## src/rtl/pte_pkg.sv

```systemverilog
package pte_pkg;

    // Hit word layout
    localparam int CHARGE_W  = 4;
    localparam int ROW_W     = 9;
    localparam int COL_W     = 8;
    localparam int CHARGE_LSB = 0;
    localparam int ROW_LSB    = CHARGE_LSB + CHARGE_W;
    localparam int COL_LSB    = ROW_LSB + ROW_W;
    localparam int HIT_KEEP_W = COL_LSB + COL_W;   // charge, row and column bits

    // Track result widths
    localparam int EDGE_W  = 4;
    localparam int SUM_W   = 16;
    localparam int COUNT_W = 12;

    // Configuration port
    localparam int CFG_IDX_W  = 3;
    localparam int CFG_DATA_W = 16;

    // Hits beyond this count are ignored for the rest of the track
    localparam int unsigned MAX_HITS = 2400;
    localparam logic [COUNT_W-1:0] MAX_HITS_CNT = COUNT_W'(MAX_HITS);
    localparam logic [SUM_W-1:0]   SUM_MAX      = {SUM_W{1'b1}};

    // Edge mask bit positions
    localparam int EDGE_ROW_UP = 3;
    localparam int EDGE_ROW_DN = 2;
    localparam int EDGE_COL_UP = 1;
    localparam int EDGE_COL_DN = 0;
    localparam logic [EDGE_W-1:0] EDGE_COLS_ONLY = 4'b0011;

    // Register reset values
    localparam logic [ROW_W-1:0] ROW_UPPER_RST = 9'd325;
    localparam logic [ROW_W-1:0] ROW_LOWER_RST = 9'd10;
    localparam logic [COL_W-1:0] COL_UPPER_RST = 8'd77;
    localparam logic [COL_W-1:0] COL_LOWER_RST = 8'd2;
    localparam logic [SUM_W-1:0] THRESHOLD_RST = 16'd100;

    typedef enum logic [CFG_IDX_W-1:0] {
        CFG_ROW_UPPER = 3'd0,
        CFG_ROW_LOWER = 3'd1,
        CFG_COL_UPPER = 3'd2,
        CFG_COL_LOWER = 3'd3,
        CFG_THRESHOLD = 3'd4
    } cfg_index_t;

    typedef struct packed {
        logic [ROW_W-1:0] row_upper;
        logic [ROW_W-1:0] row_lower;
        logic [COL_W-1:0] col_upper;
        logic [COL_W-1:0] col_lower;
        logic [SUM_W-1:0] charge_threshold;
    } cfg_t;

    typedef struct packed {
        logic                last;
        logic [CHARGE_W-1:0] charge;
        logic [EDGE_W-1:0]   edges;
    } hit_info_t;

    typedef struct packed {
        logic [EDGE_W-1:0]  edge_mask;
        logic [SUM_W-1:0]   charge_sum;
        logic [COUNT_W-1:0] hit_count;
        logic               alpha_flag;
        logic               neutron_flag;
    } track_result_t;

endpackage

```

## src/rtl/pixel_track_edge_classifier.sv

```systemverilog
// Pixel track edge classifier: takes one packed hit word per transfer and, on the
// transfer marked tlast, returns one track result with the four-bit edge mask, the
// saturating charge sum, the hit count and the alpha and neutron flags. A hit is
// accepted every clock cycle unless a last hit is held back as below. Each hit is
// taken into the hit register, where the fields are split and compared against the
// limits; the charge add, count and, for a last hit, result capture happen as the
// hit leaves that register. A last hit waits in the hit register while an
// earlier result is still unaccepted, which holds off the input for those cycles.
// Hits after the 2400th of a track are ignored but a tlast on them still closes the
// track. The user must write limits and threshold via cfg_we/cfg_index/cfg_data only
// while no track is in flight; the block does not enforce this.
module pixel_track_edge_classifier (
    input  logic                              aclk,
    input  logic                              aresetn,
    input  logic                              s_tvalid,
    output logic                              s_tready,
    input  logic [31:0]                       s_tdata,   // [20:0] hit_word
    input  logic                              s_tlast,   // last_hit
    output logic                              m_tvalid,
    input  logic                              m_tready,
    output logic [31:0]                       m_tdata,   // [3:0] edge_mask,
                                                         // [19:4] charge_sum,
                                                         // [31:20] hit_count
    output logic [1:0]                        m_tuser,   // [0] alpha_flag,
                                                         // [1] neutron_flag
    input  logic                              cfg_we,
    input  logic [pte_pkg::CFG_IDX_W-1:0]     cfg_index,
    input  logic [pte_pkg::CFG_DATA_W-1:0]    cfg_data
);

    pte_pkg::cfg_t          cfg;
    pte_pkg::hit_info_t     hit;
    pte_pkg::track_result_t result;
    logic                   hit_valid;
    logic                   hit_advance;

    pte_cfg_regs u_cfg_regs (
        .aclk      (aclk),
        .aresetn   (aresetn),
        .cfg_we    (cfg_we),
        .cfg_index (cfg_index),
        .cfg_data  (cfg_data),
        .cfg       (cfg)
    );

    pte_hit_decode u_hit_decode (
        .aclk        (aclk),
        .aresetn     (aresetn),
        .s_tvalid    (s_tvalid),
        .s_tready    (s_tready),
        .hit_bits    (s_tdata[pte_pkg::HIT_KEEP_W-1:0]),
        .s_tlast     (s_tlast),
        .cfg         (cfg),
        .hit_valid   (hit_valid),
        .hit         (hit),
        .hit_advance (hit_advance)
    );

    pte_track_acc u_track_acc (
        .aclk             (aclk),
        .aresetn          (aresetn),
        .hit_valid        (hit_valid),
        .hit              (hit),
        .hit_advance      (hit_advance),
        .charge_threshold (cfg.charge_threshold),
        .m_tvalid         (m_tvalid),
        .m_tready         (m_tready),
        .result           (result)
    );

    // Pack the result fields
    assign m_tdata = {result.hit_count, result.charge_sum, result.edge_mask};
    assign m_tuser = {result.neutron_flag, result.alpha_flag};

`ifndef SYNTHESIS
    a_flags_exclusive: assert property (@(posedge aclk) disable iff (!aresetn)
        m_tvalid |-> !(m_tuser[0] && m_tuser[1]))
        else $error("alpha and neutron flags both set");

    a_neutron_no_edge: assert property (@(posedge aclk) disable iff (!aresetn)
        (m_tvalid && m_tuser[1]) |-> (m_tdata[3:0] == 4'd0))
        else $error("neutron flag with an edge touched");

    a_count_limit: assert property (@(posedge aclk) disable iff (!aresetn)
        m_tvalid |-> (m_tdata[31:20] <= pte_pkg::MAX_HITS_CNT))
        else $error("hit count beyond the hit limit");

    a_empty_track: assert property (@(posedge aclk) disable iff (!aresetn)
        (m_tvalid && m_tdata[31:20] == 12'd0) |-> (m_tdata[19:0] == 20'd0))
        else $error("empty track reports charge or edges");

    a_reset_idle: assert property (@(posedge aclk)
        !aresetn |=> !m_tvalid)
        else $error("result valid right after reset");
`endif

endmodule

```

## src/rtl/pte_cfg_regs.sv

```systemverilog
module pte_cfg_regs (
    input  logic                             aclk,
    input  logic                             aresetn,
    input  logic                             cfg_we,
    input  logic [pte_pkg::CFG_IDX_W-1:0]    cfg_index,
    input  logic [pte_pkg::CFG_DATA_W-1:0]   cfg_data,
    output pte_pkg::cfg_t                    cfg
);

    pte_pkg::cfg_t cfg_reg;

    // Load limits on a write; unknown indexes drop the write
    always_ff @(posedge aclk) begin
        if (!aresetn) begin
            cfg_reg.row_upper        <= pte_pkg::ROW_UPPER_RST;
            cfg_reg.row_lower        <= pte_pkg::ROW_LOWER_RST;
            cfg_reg.col_upper        <= pte_pkg::COL_UPPER_RST;
            cfg_reg.col_lower        <= pte_pkg::COL_LOWER_RST;
            cfg_reg.charge_threshold <= pte_pkg::THRESHOLD_RST;
        end else if (cfg_we) begin
            unique case (pte_pkg::cfg_index_t'(cfg_index))
                pte_pkg::CFG_ROW_UPPER: cfg_reg.row_upper <= cfg_data[pte_pkg::ROW_W-1:0];
                pte_pkg::CFG_ROW_LOWER: cfg_reg.row_lower <= cfg_data[pte_pkg::ROW_W-1:0];
                pte_pkg::CFG_COL_UPPER: cfg_reg.col_upper <= cfg_data[pte_pkg::COL_W-1:0];
                pte_pkg::CFG_COL_LOWER: cfg_reg.col_lower <= cfg_data[pte_pkg::COL_W-1:0];
                pte_pkg::CFG_THRESHOLD: cfg_reg.charge_threshold <= cfg_data;
                default: ;
            endcase
        end
    end

    assign cfg = cfg_reg;

endmodule

```

## src/rtl/pte_hit_decode.sv

```systemverilog
module pte_hit_decode (
    input  logic                              aclk,
    input  logic                              aresetn,
    input  logic                              s_tvalid,
    output logic                              s_tready,
    input  logic [pte_pkg::HIT_KEEP_W-1:0]    hit_bits,
    input  logic                              s_tlast,
    input  pte_pkg::cfg_t                     cfg,
    output logic                              hit_valid,
    output pte_pkg::hit_info_t                hit,
    input  logic                              hit_advance
);

    logic                           valid_reg;
    logic                           valid_next;
    logic [pte_pkg::HIT_KEEP_W-1:0] word_reg;
    logic                           last_reg;
    logic [pte_pkg::ROW_W-1:0]      row;
    logic [pte_pkg::COL_W-1:0]      col;

    // Take a new hit when the stage is empty or its hit moves on
    assign s_tready   = !valid_reg || hit_advance;
    assign valid_next = s_tready ? s_tvalid : valid_reg;

    always_ff @(posedge aclk) begin
        if (!aresetn) begin
            valid_reg <= 1'b0;
        end else begin
            valid_reg <= valid_next;
        end
    end

    // Hold the hit payload
    always_ff @(posedge aclk) begin
        if (s_tready && s_tvalid) begin
            word_reg <= hit_bits;
            last_reg <= s_tlast;
        end
    end

    // Split the word and compare against the edge limits
    assign row = word_reg[pte_pkg::ROW_LSB +: pte_pkg::ROW_W];
    assign col = word_reg[pte_pkg::COL_LSB +: pte_pkg::COL_W];

    always_comb begin
        hit.last   = last_reg;
        hit.charge = word_reg[pte_pkg::CHARGE_LSB +: pte_pkg::CHARGE_W];
        hit.edges  = '0;
        hit.edges[pte_pkg::EDGE_ROW_UP] = row > cfg.row_upper;
        hit.edges[pte_pkg::EDGE_ROW_DN] = row < cfg.row_lower;
        hit.edges[pte_pkg::EDGE_COL_UP] = col > cfg.col_upper;
        hit.edges[pte_pkg::EDGE_COL_DN] = col < cfg.col_lower;
    end

    assign hit_valid = valid_reg;

endmodule

```

## src/rtl/pte_track_acc.sv

```systemverilog
module pte_track_acc (
    input  logic                            aclk,
    input  logic                            aresetn,
    input  logic                            hit_valid,
    input  pte_pkg::hit_info_t              hit,
    output logic                            hit_advance,
    input  logic [pte_pkg::SUM_W-1:0]       charge_threshold,
    output logic                            m_tvalid,
    input  logic                            m_tready,
    output pte_pkg::track_result_t          result
);

    logic [pte_pkg::EDGE_W-1:0]  edge_flags_reg,  edge_flags_next;
    logic [pte_pkg::SUM_W-1:0]   charge_acc_reg,  charge_acc_next;
    logic [pte_pkg::COUNT_W-1:0] hits_seen_reg,   hits_seen_next;
    logic                        out_valid_reg,   out_valid_next;
    pte_pkg::track_result_t      result_reg;

    logic                        out_free;
    logic                        take_hit;
    logic [pte_pkg::SUM_W:0]     sum_wide;
    logic [pte_pkg::EDGE_W-1:0]  edges_upd;
    logic [pte_pkg::SUM_W-1:0]   sum_upd;
    logic [pte_pkg::COUNT_W-1:0] count_upd;
    logic                        above;
    logic                        emit;

    // A last hit waits until the result register is free
    assign out_free    = !out_valid_reg || m_tready;
    assign hit_advance = hit_valid && (!hit.last || out_free);
    assign emit        = hit_advance && hit.last;

    // Fold the hit into the track totals, ignoring it past the hit limit
    assign take_hit  = hits_seen_reg < pte_pkg::MAX_HITS_CNT;
    assign sum_wide  = {1'b0, charge_acc_reg} + (pte_pkg::SUM_W+1)'(hit.charge);
    assign edges_upd = take_hit ? (edge_flags_reg | hit.edges) : edge_flags_reg;
    assign sum_upd   = !take_hit ? charge_acc_reg
                     : (sum_wide[pte_pkg::SUM_W] ? pte_pkg::SUM_MAX
                                                 : sum_wide[pte_pkg::SUM_W-1:0]);
    assign count_upd = take_hit ? hits_seen_reg + 1'b1 : hits_seen_reg;
    assign above     = sum_upd > charge_threshold;

    // Advance the totals; clear them after the last hit of a track
    always_comb begin
        edge_flags_next = edge_flags_reg;
        charge_acc_next = charge_acc_reg;
        hits_seen_next  = hits_seen_reg;
        if (emit) begin
            edge_flags_next = '0;
            charge_acc_next = '0;
            hits_seen_next  = '0;
        end else if (hit_advance) begin
            edge_flags_next = edges_upd;
            charge_acc_next = sum_upd;
            hits_seen_next  = count_upd;
        end
    end

    always_comb begin
        priority if (emit) begin
            out_valid_next = 1'b1;
        end else if (m_tready) begin
            out_valid_next = 1'b0;
        end else begin
            out_valid_next = out_valid_reg;
        end
    end

    always_ff @(posedge aclk) begin
        if (!aresetn) begin
            edge_flags_reg <= '0;
            charge_acc_reg <= '0;
            hits_seen_reg  <= '0;
            out_valid_reg  <= 1'b0;
        end else begin
            edge_flags_reg <= edge_flags_next;
            charge_acc_reg <= charge_acc_next;
            hits_seen_reg  <= hits_seen_next;
            out_valid_reg  <= out_valid_next;
        end
    end

    // Capture the track result
    always_ff @(posedge aclk) begin
        if (emit) begin
            result_reg.edge_mask    <= edges_upd;
            result_reg.charge_sum   <= sum_upd;
            result_reg.hit_count    <= count_upd;
            result_reg.alpha_flag   <= (edges_upd == pte_pkg::EDGE_COLS_ONLY) && above;
            result_reg.neutron_flag <= (edges_upd == '0) && above;
        end
    end

    assign m_tvalid = out_valid_reg;
    assign result   = result_reg;

endmodule
```

## config.mk

```make
export PLATFORM = sky130hd
export DESIGN_NAME = pixel_track_edge_classifier
export DESIGN_NICKNAME = d
export VERILOG_FILES = /design/src/rtl/pte_pkg.sv /design/src/rtl/pixel_track_edge_classifier.sv /design/src/rtl/pte_cfg_regs.sv /design/src/rtl/pte_hit_decode.sv /design/src/rtl/pte_track_acc.sv
export SDC_FILE = /design/constraint.sdc
export NUM_CORES = 1
export LEC_CHECK = 0
export ABC_AREA = 1
export BUFFER_PORTS_ARGS = -buffer_cell sky130_fd_sc_hd__buf_2
export CORE_UTILIZATION = 59
export DETAILED_ROUTE_END_ITERATION = 10
export PLACE_DENSITY = 0.83
export SYNTH_ARGS = -nofsm -noshare
export SYNTH_HDL_FRONTEND = slang
export SYNTH_HIERARCHICAL = 1
export SYNTH_SLANG_ARGS = --single-unit
```

## constraint.sdc

```tcl
create_clock -name aclk -period 3.4 [get_ports aclk]
set_clock_uncertainty 0.05 [all_clocks]
set_input_delay 0.17 -clock aclk [delete_from_list [all_inputs] [get_ports aclk]]
set_output_delay 0.17 -clock aclk [all_outputs]
set_load 0.02 [all_outputs]
```

==> metrics <==
initial antenna violation count 0; placement row count 40; count of unique library cells instantiated by Yosys 38; hold slack 22.24 ps; Ports 93; yosys warns 6; die span in y 114.4 um; fin cells 1219; Worst setup SP type flop; diode count 0; synthesized flop and latch total 140; fillers 932; Longest Clk Path Bufs 2; Slew @ Worst Pin 662.2 ps; adder-cell share of the synthesized area 9.173%; top_reg_cell synth dfxtp_1; largest family of logic cells by synthesized area simple AND/OR/NAND/NOR gates; clk root buf clkbuf_16; Routability Congestion 0.8625; initial core utilization 61.23%; post-synth design cell area 7447 um2; layout net count 1149; period utilization 92.15%; Congestion Overflow GR 0; placed cells 1158; vias in the first global route 6018; Post-Synth XOR/XNOR Area 1.294%; DRC viols 0; Synth Instances 931; chip width 114.4 um; slew margin rel. 55.81%; clock sink total 140; Total Routing Usage GR 27.75%; Worst-Skew Late Latency 420 ps; CP max FO 3; core area 12160 um2; 1st-iter DRT viols 675; Design Power 4.342 mW; final WL 16.86 mm; Pleak 4.191 nW; layout cell share with drive strength beyond 1 15.13%; CTS buffer count 17; Synth Area in Simple Gates 27.87%; area taken by multi-input logic gates 3356 um2; first-pass GRT wire length 27.86 mm; WL/cell 13.83 um; average cell area after synthesis 7.999 um2; post-synthesis sequential area ratio 45.16%; Arr. time, crit path 3260 ps; VDD IR max 372.4 uV; status complete, no violations; P&R area growth vs syn 18.53%; die area 13080 um2; mux share of post-synthesis cell area 0%; Post-synth EDFFs 56; ys async rst share 0%; FF/Latch Area 3363 um2; critical path endpoint category flop; Post-Synthesis Net Count 1042; Largest register FFs 50; Max Fclk 319.2 MHz; Worst Hold Class in -> reg; First-pass DRT Iterations 5; TritonCTS clock tree done; I/O Buffers 81; RSZ-0062 raised after global routing false; worst hold path depth 3; Max Slew Vio Count 0; post-route ant nets 0; DP HPWL 11.38 mm; Post-CTS Setup Inserts 0; CTS clk-pin slew, worst paths 60 ps; fin crit period 3133 ps; PD cells 491.8 nW/um2; max_cap viols 0; final hold violation count 0; routed vias/inst 5.195; Synth Area in Compound Gates 6.670%; crit path kind reg -> reg; setup TNS 0 ps; Crit path required time 3520 ps; largest net degree at the start of global routing 54; R2R depth 19; # setup viols final 0; H-tree depth 4; Vias 6333
report_power, final:
group | internal, mW | switching (mW)
Sequential | 1.85 | 0.0580
Clock | 1.15 | 0.682
Combinational | 0.226 | 0.377
Total | 3.22 | 1.12
critical path: stages, from the launching register on:
cell,delay (ps)
edfxtp_1,360
ha_1,230
fa_1,400
inv_1,100
nor2_1,50
nor2_2,230
nor2_1,70
nand2_1,100
nand3_1,80
o21ai_0,130
inv_1,100
ha_1,300
a21oi_1,140
o21ai_0,120
nand2_1,80
nand2_1,50
nand2_1,70
nand2_1,50
nand2_1,120
nor2_1,50
per-stage QoR:
stage | cell area (um2) | setup slack, ps | util, %
2_1_floorplan | 7447 | 492.1 | -
3_3_place_gp | 7948 | 387.3 | 65.35
3_5_place_dp | 7948 | 341.1 | 65.35
4_1_cts | 8827 | 291.7 | 72.58
5_1_grt | 8827 | 15.24 | 72.58
6_report | 8827 | 267.1 | 72.58
cells in the mapped netlist, types with 2 or more instances:
cell type  count  area share [%]
nand2_1      204              10
inv_1        138             7.0
nor2_1       135             6.8
dfxtp_1       84              23
nand3_1       68             4.6
edfxtp_1      56              23
ha_1          53             8.9
a21oi_1       39             2.6
o21ai_0       25             1.7
xor2_1        11             1.3
nand3b_1      10             1.0
nand4_1       10            0.84
buf_4          8            0.81
inv_2          8            0.40
nand3_2        8             1.1
o21ai_1        8            0.54
nor2_4         7             1.1
buf_2          6            0.40
nor3_1         6            0.40
buf_1          5            0.25
buf_6          5            0.76
clkbuf_1       5            0.25
nor2_2         5            0.42
o211ai_1       5            0.50
a31o_2         4            0.47
nand2_2        3            0.25
nand2_4        3            0.45
a21o_1         2            0.20
kinds of logic after synthesis:
group	after synthesis
AO/OA/AOI/OAI	88
XOR/XNOR	11
adder cells (fa/ha/maj)	54
buffers and inverters	175
flip-flops	140
AND/OR/NAND/NOR	463
placed cells by master, fill, tap and decap left out, types with 4 or more instances in the layout:
| cell type | count |
|---|---|
| nand2_1 | 204 |
| inv_1 | 138 |
| nor2_1 | 135 |
| dfxtp_1 | 84 |
| buf_2 | 81 |
| nand3_1 | 68 |
| edfxtp_1 | 56 |
| ha_1 | 53 |
| a21oi_1 | 38 |
| dlygate4sd3_1 | 29 |
| o21ai_0 | 25 |
| clkbuf_16 | 19 |
| xor2_1 | 11 |
| nand3b_1 | 10 |
| nand4_1 | 10 |
| inv_2 | 8 |
| nand3_2 | 8 |
| o21ai_1 | 8 |
| nor2_4 | 7 |
| buf_4 | 6 |
| nor3_1 | 6 |
| clkbuf_1 | 5 |
| nor2_2 | 5 |
| o211ai_1 | 5 |
| a31o_2 | 4 |
layer usage:
layer  global-route usage, %  wire (um)
met1                   36.44       7666
met2                   44.36       7820
met3                   5.506        898
met4                   12.64        475
met5                       0          0
cell type report:
cell class	count	share of cell area, %
clock buffers	27	6.067
clock inverters	5	0.6095
inverters	146	6.208
multi-input cells	616	38.02
flip-flops and latches	140	38.10
well taps	168	2.381
repair buffers	117	8.618
path summary, 6_finish.rpt:
| path | to | from | slack (ps) |
|---|---|---|---|
| setup / recovery | u_track_acc/result[1] | u_hit_decode/word_reg[0] | 270 |
| hold / removal | u_cfg_regs/cfg[2] | cfg_data[2] | 20 |
| setup reg to reg | u_track_acc/result[1] | u_hit_decode/word_reg[0] | 270 |
| hold reg to reg | u_cfg_regs/cfg[26] | u_cfg_regs/cfg[26] | 420 |
repair_timing:
item,in CTS,in global routing
hold buffers,29,0
endpoints found under the hold margin,33,0
resized for setup,0,0
Power figures use the tool's default switching activity.
